$ cat config.mk
export PLATFORM = sky130hd
export DESIGN_NAME = hgcd_sqrt
export DESIGN_NICKNAME = d
export VERILOG_FILES = /design/src/design/hgcd_pkg.sv /design/src/design/hgcd_sqrt.sv
export SDC_FILE = /design/constraint.sdc
export NUM_CORES = 2
export LEC_CHECK = 0
export BUFFER_PORTS_ARGS = -buffer_cell sky130_fd_sc_hd__buf_2
export CAP_MARGIN = 20
export CORE_MARGIN = 10
export CORE_UTILIZATION = 50
export CTS_CLUSTER_DIAMETER = 200
export CTS_CLUSTER_SIZE = 24
export DETAILED_ROUTE_END_ITERATION = 8
export PLACE_DENSITY = 0.73
export SYNTH_ARGS = -nofsm -noshare
export SYNTH_HDL_FRONTEND = slang
export SYNTH_SLANG_ARGS = --single-unit
$ cat constraint.sdc
create_clock -name i_clk -period 4.15 [get_ports i_clk]
set_input_delay 0.83 -clock i_clk [delete_from_list [all_inputs] [get_ports i_clk]]
set_output_delay 0.83 -clock i_clk [all_outputs]
set_load 0.005 [all_outputs]
$ cat src/design/hgcd_pkg.sv
package hgcd_pkg;

    // angle format of the input coordinates
    localparam int ANGLE_FRAC_BITS  = 20;
    localparam int CORDIC_STEPS_DEF = 24;

    // signed datapath word for cordic and q30 values
    localparam int Q_W = 36;
    typedef logic signed [Q_W-1:0] t_q;

    // degree-to-radian product width
    localparam int P_W = 57;
    typedef logic signed [P_W-1:0] t_prod;

    // square root radicand width and step count
    localparam int SQ_W     = 62;
    localparam int SQ_STEPS = 31;
    typedef logic [SQ_W-1:0] t_sq;

    // q30 constants and the q32 degree-to-radian factor
    localparam logic [30:0] Q30_ONE = 31'h4000_0000;
    localparam logic signed [27:0] DEG2RAD_Q32 = 28'sd74961321;
    localparam t_q CORDIC_GAIN_INV = t_q'(652032874);

    // degree constants in input scaling
    localparam logic signed [30:0] DEG360 = 31'(360 << ANGLE_FRAC_BITS);
    localparam logic signed [30:0] DEG180 = 31'(180 << ANGLE_FRAC_BITS);
    localparam logic signed [30:0] DEG90  = 31'(90 << ANGLE_FRAC_BITS);

    // rounding shifts for full and half angles
    localparam int SH_FULL = ANGLE_FRAC_BITS + 2;
    localparam int SH_HALF = ANGLE_FRAC_BITS + 3;

    // output saturation limit
    localparam int DIST_W = 26;

    // arctangent of 2^-k in q30
    function automatic t_q atan_q30(input int k);
        t_q v;
        case (k)
            0:  v = t_q'(32'h3243F6A8);
            1:  v = t_q'(32'h1DAC6705);
            2:  v = t_q'(32'h0FADBAFC);
            3:  v = t_q'(32'h07F56EA6);
            4:  v = t_q'(32'h03FEAB76);
            5:  v = t_q'(32'h01FFD55B);
            6:  v = t_q'(32'h00FFFAAA);
            7:  v = t_q'(32'h007FFF55);
            8:  v = t_q'(32'h003FFFEA);
            9:  v = t_q'(32'h001FFFFD);
            10: v = t_q'(32'h000FFFFF);
            11: v = t_q'(32'h0007FFFF);
            12: v = t_q'(32'h0003FFFF);
            13: v = t_q'(32'h0001FFFF);
            14: v = t_q'(32'h0000FFFF);
            15: v = t_q'(32'h00007FFF);
            16: v = t_q'(32'h00003FFF);
            17: v = t_q'(32'h00001FFF);
            18: v = t_q'(32'h00000FFF);
            19: v = t_q'(32'h000007FF);
            20: v = t_q'(32'h000003FF);
            21: v = t_q'(32'h000001FF);
            22: v = t_q'(32'h000000FF);
            23: v = t_q'(32'h0000007F);
            24: v = t_q'(32'h0000003F);
            25: v = t_q'(32'h0000001F);
            26: v = t_q'(32'h0000000F);
            27: v = t_q'(32'h00000008);
            28: v = t_q'(32'h00000004);
            29: v = t_q'(32'h00000002);
            30: v = t_q'(32'h00000001);
            default: v = '0;
        endcase
        return v;
    endfunction

endpackage

$ cat src/design/hgcd_sqrt.sv
module hgcd_sqrt (
    input  logic        i_clk,
    input  logic        i_rst_n,
    input  logic        i_en,
    input  logic        i_valid,
    input  logic [30:0] i_value,
    output logic        o_valid,
    output logic [30:0] o_root
);
    import hgcd_pkg::*;

    t_sq  r_n   [SQ_STEPS];
    t_sq  r_r   [SQ_STEPS];
    logic r_vld [SQ_STEPS];

    // one result bit per stage, radicand is value times 2^30
    for (genvar g = 0; g < SQ_STEPS; g++) begin : g_stage
        localparam t_sq BIT = t_sq'(1) << (2 * (SQ_STEPS - 1 - g));
        t_sq  n_in, r_in, trial;
        logic vld_in;
        t_sq  n_n, n_r;

        if (g == 0) begin : g_first
            assign n_in   = t_sq'(i_value) << 30;
            assign r_in   = '0;
            assign vld_in = i_valid;
        end else begin : g_next
            assign n_in   = r_n[g-1];
            assign r_in   = r_r[g-1];
            assign vld_in = r_vld[g-1];
        end

        always_comb begin
            trial = r_in + BIT;
            if (n_in >= trial) begin
                n_n = n_in - trial;
                n_r = (r_in >> 1) + BIT;
            end else begin
                n_n = n_in;
                n_r = r_in >> 1;
            end
        end

        always_ff @(posedge i_clk) begin
            if (!i_rst_n) begin
                r_vld[g] <= 1'b0;
            end else if (i_en) begin
                r_vld[g] <= vld_in;
            end
        end

        always_ff @(posedge i_clk) begin
            if (i_en) begin
                r_n[g] <= n_n;
                r_r[g] <= n_r;
            end
        end
    end

    assign o_valid = r_vld[SQ_STEPS-1];
    assign o_root  = r_r[SQ_STEPS-1][30:0];

endmodule

After elaboration in Yosys (flattened, before gate mapping)
Memory sizes are Yosys's and may differ from the RTL's.
Index checks and enable logic that the tools add are counted.
{"block": "totals", "mem_count": 3, "reg_bits": 0, "mem_bits_rw": 3875, "out_inout_bits": 32, "rom_bits": 0, "input_bits": 35, "latchBits": 0}
{"name": "r_n", "words": 31, "word_bits": 62, "rd": 30, "rd_clocked_by_memory_dff": 0, "write_ports": 31, "line": "hgcd_sqrt.sv:12", "text": "t_sq r_n [SQ_STEPS];"}
{"name": "r_r", "words": 31, "word_bits": 62, "rd": 31, "rd_clocked_by_memory_dff": 0, "write_ports": 31, "line": "hgcd_sqrt.sv:13", "text": "t_sq r_r [SQ_STEPS];"}
{"name": "r_vld", "words": 31, "word_bits": 1, "rd": 31, "rd_clocked_by_memory_dff": 0, "write_ports": 31, "line": "hgcd_sqrt.sv:14", "text": "logic r_vld [SQ_STEPS];"}
{"block": "classes", "muxes": 98, "mul": 0, "n_reduce_logical": 0, "addsub": 91, "n_shift": 0, "eq_ne": 0, "div": 0, "order_cmp": 31, "bitwise_logic": 31}
{"cell": "62-bit 2-to-1 mux", "n": 61}
{"cell": "62-bit >= comparator", "n": 30}
{"cell": "62-bit subtractor", "n": 30}
{"cell": "61-bit by 1-bit adder with 62-bit output, second input constant", "n": 1}
{"cell": "61-bit by 11-bit adder with 62-bit output, second input constant", "n": 1}
{"cell": "61-bit by 13-bit adder with 62-bit output, second input constant", "n": 1}
{"cell": "61-bit by 15-bit adder with 62-bit output, second input constant", "n": 1}
{"cell": "61-bit by 17-bit adder with 62-bit output, second input constant", "n": 1}
{"cell": "61-bit by 19-bit adder with 62-bit output, second input constant", "n": 1}
{"cell": "61-bit by 21-bit adder with 62-bit output, second input constant", "n": 1}
{"cell": "61-bit by 23-bit adder with 62-bit output, second input constant", "n": 1}
{"cell": "61-bit by 25-bit adder with 62-bit output, second input constant", "n": 1}
{"cell": "61-bit by 27-bit adder with 62-bit output, second input constant", "n": 1}
{"cell": "61-bit by 29-bit adder with 62-bit output, second input constant", "n": 1}
{"cell": "61-bit by 3-bit adder with 62-bit output, second input constant", "n": 1}
{"cell": "61-bit by 31-bit adder with 62-bit output, second input constant", "n": 1}
{"cell": "61-bit by 33-bit adder with 62-bit output, second input constant", "n": 1}
{"cell": "61-bit by 35-bit adder with 62-bit output, second input constant", "n": 1}
{"cell": "61-bit by 37-bit adder with 62-bit output, second input constant", "n": 1}
{"cell": "61-bit by 39-bit adder with 62-bit output, second input constant", "n": 1}
{"cell": "61-bit by 41-bit adder with 62-bit output, second input constant", "n": 1}
{"cell": "61-bit by 43-bit adder with 62-bit output, second input constant", "n": 1}
{"cell": "61-bit by 45-bit adder with 62-bit output, second input constant", "n": 1}
{"cell": "61-bit by 47-bit adder with 62-bit output, second input constant", "n": 1}
{"cell": "44 further kinds", "n": 109}

Longest topological paths before layout
{"block": "depth", "depth_word": 4, "mapped_depth": 16, "depth_no_buf": 14}

Worst setup path before layout
OpenSTA, ideal clock, no wires.
{"block": "synth_timing", "path_type": "register to register", "start": "mem r_n[1][508] (netlist name)", "end": "mem r_n[1][612] (netlist name), data pin", "path_buffers": 0, "path_slack_ps": 393, "arrival_ps": 3499, "required_ps": 3892, "stages_incl_launch_ff": 12, "setup_ps": 258, "cell_sequence": "edfxtp_1 ha_1 fa_1 a211oi_1 nor2_1 o21ai_0 o21ai_0 a41oi_1 o21ai_0 a2111oi_2 nand4b_1 xnor2_1"}
{"element": "start, declared", "line": "hgcd_sqrt.sv:12"}

==> impl_metrics.env <==
export IMPL_status="complete, no violations"
export IMPL_synthArstFlopShare=0
export IMPL_post_route_period_util=0.944
export IMPL_finalHoldViolations=0
export IMPL_met3_usage=0.0229
export IMPL_dr_total_vias=58614
export IMPL_slew_violations=0
export IMPL_p_leak_nw=36.3
export IMPL_fin_setup_tns_ns=0
export IMPL_worst_ep_arrival_time_ns=4.39
export IMPL_hp_class="in2reg"
export IMPL_cts_tree="done"
export IMPL_grt_pass1_wl_um=295000
export IMPL_grt_max_degree=156
export IMPL_via_per_inst=5.70
export IMPL_antenna_cells=0
export IMPL_numCtsBuffers=80
export IMPL_cts_max_level=3
export IMPL_finalPower_w=0.0449
export IMPL_fp_dieH_um=443
export IMPL_cts_hold_buffers=0
export IMPL_rows=155
export IMPL_synth_cells=7791
export IMPL_worstPathRequired_ns=4.62
export IMPL_mostFrequentLayoutCell="edfxtp_1"
export IMPL_place_congestion=0.916
export IMPL_avgSynthCellArea_um2=11.5
export IMPL_ys_seq_area_frac=0.565
export IMPL_dieArea_um2=196000
export IMPL_wire_per_inst_um=17.7
export IMPL_met1_usage=0.208
export IMPL_path_class="reg2reg"
export IMPL_ir_drop_mv=0.484
export IMPL_worstMarginPinSlew_ns=0.951
export IMPL_die_w_um=443
export IMPL_clockRootBuffer="clkbuf_16"
export IMPL_fin_skew_ns=0.0482
export IMPL_pwr_density_cell_nw_per_um2=469
export IMPL_synth_seq_cells=1683
export IMPL_cp_max_fo=11
export IMPL_grt_overflow=0
export IMPL_wl_um=183000
export IMPL_final_util=0.537
export IMPL_fin_crit_ns=3.92
export IMPL_final_cell_count_no_fill=10286
export IMPL_area_growth_syn_to_layout_pct=6.99
export IMPL_layout_drive_gt1_share=0.0559
export IMPL_drc=0
export IMPL_start_util=0.502
export IMPL_hpwl_um=139000
export IMPL_drt_initial_drc_count=3891
export IMPL_crit_path_start_kind="register"
export IMPL_grt_pass1_vias=58480
export IMPL_clkLatencyLatePin_ns=0.75
export IMPL_final_cell_mix="edfxtp_1 (1682), inv_1 (650), nand2_1 (640)"
export IMPL_antenna_found_initial=0
export IMPL_fp_coreArea_um2=178000
export IMPL_fin_nets=8457
export IMPL_place_ws_ns=0.181
export IMPL_fmax_mhz=255
export IMPL_grt_busiest_layer="met2"
export IMPL_met2_usage=0.332
export IMPL_slew_headroom=0.360
export IMPL_syn_area_um2=89500
export IMPL_maxCapViolations=0
export IMPL_io_pins=67
export IMPL_synth_warnings=0
export IMPL_clockBufferDepth=3
export IMPL_setup_viol=0
export IMPL_synth_edf_count=1682
export IMPL_dp_cells=10186
export IMPL_cts_sink_count=1683
export IMPL_synthDistinctLibCells=95
export IMPL_worst_slack_ns=0.232
export IMPL_clkTransAtPathRegs_ns=0.10
export IMPL_rsz0062_at_grt="false"
export IMPL_io_buffers=66
export IMPL_synth_top_flop_cell="edfxtp_1"
export IMPL_drt_pass1_iter_count=6
export IMPL_ant_nets=0
export IMPL_end_kind="register"
export IMPL_grt_total_usage=0.180
[worst paths after layout]
path | from | endpoint | slack, ns | cells past startpoint
worst max-delay path | r_n[1][508] | r_n[1][607] | 0.23 | 11
worst max register to register | r_n[1][508] | r_n[1][607] | 0.23 | 11
worst min-delay path | i_value[10] | r_n[0][40] | 0.25 | 1
worst min register to register | r_r[0][60] | r_r[0][121] | 0.44 | 0
[sequential cells by signal, indices dropped and copies added (netlist names)]
name and cells:
r_r 496, r_vld 31, r_n 1156
[critical path, cell delays in order (launching register included)]
cell       delay [ns]
edfxtp_1         0.49
ha_1             0.35
a211oi_1         0.28
nor4b_1          0.14
nor3_1           0.39
o211ai_1         0.25
a311oi_1         0.51
o21ai_0          0.33
a2111oi_2        0.36
buf_4            0.24
nand4b_1         0.15
xnor2_1          0.15
[layer usage]
| layer | vias to the layer above | wire (µm) |
|---|---|---|
| met4 | 0 | 7790 |
| met1 | 27974 | 73800 |
| li1 | 28848 | - |
| met5 | - | 0 |
| met3 | 435 | 7590 |
| met2 | 1357 | 93400 |
[cell usage after synthesis (79+ instances only)]
cell type  number  share of area
xnor2_1       356          0.035
a21oi_1       410          0.023
nand3_1       133         0.0074
clkbuf_1      136         0.0057
inv_1         650          0.027
nand4_1        81         0.0057
nor2_1        445          0.019
ha_1          494          0.069
o21a_1         79         0.0066
a21o_1        182          0.015
o21ai_0       522          0.029
xor2_1        417          0.041
edfxtp_1     1682           0.56
nor4_1        167          0.012
and3_1         82         0.0057
nor3_1        231          0.013
nand2_1       640          0.027
nand2b_1       96         0.0067
[cells by family (layout without fill, tap and decap cells)]
group	after synthesis	in the layout	share of synthesized area
flops	1683	1683	0.565
fa+ha+maj	508	508	0.0722
other cells	1	2	0.0000419
buf+inv	820	959	0.0350
compound gates	1658	1658	0.115
mux	63	63	0.00786
simple gates	2285	2285	0.129
xor+xnor	773	773	0.0757
[metrics by stage]
stage,cell area (µm²),hold slack [ns]
after global placement,93500,0.431
after global routing,95700,0.185
after floorplan,89500,0.417
after detailed placement,93500,0.433
after CTS,95700,0.171
final,95700,0.250
[final cells by class]
cell class              instances  area (µm²)
clock buffers                  91        2040
clock inverters                 8         186
fillers                     14724       82500
inverters                     652        2450
multi-input cells            5289       35900
flip-flops and latches       1683       50500
well taps                    2355        2950
repair buffers                208        1650
[power breakdown]
part	leakage, nW	switching, W	internal (W)
Sequential	15.9	0.00195	0.0219
Combinational	19.3	0.00714	0.00516
Clock	1.08	0.00517	0.00359
[timing repair]
action,4_1_cts,5_1_grt
buffers inserted,0,1
resized for setup,0,7
endpoints found under the setup margin,0,33
Power figures use the tool's default switching activity.
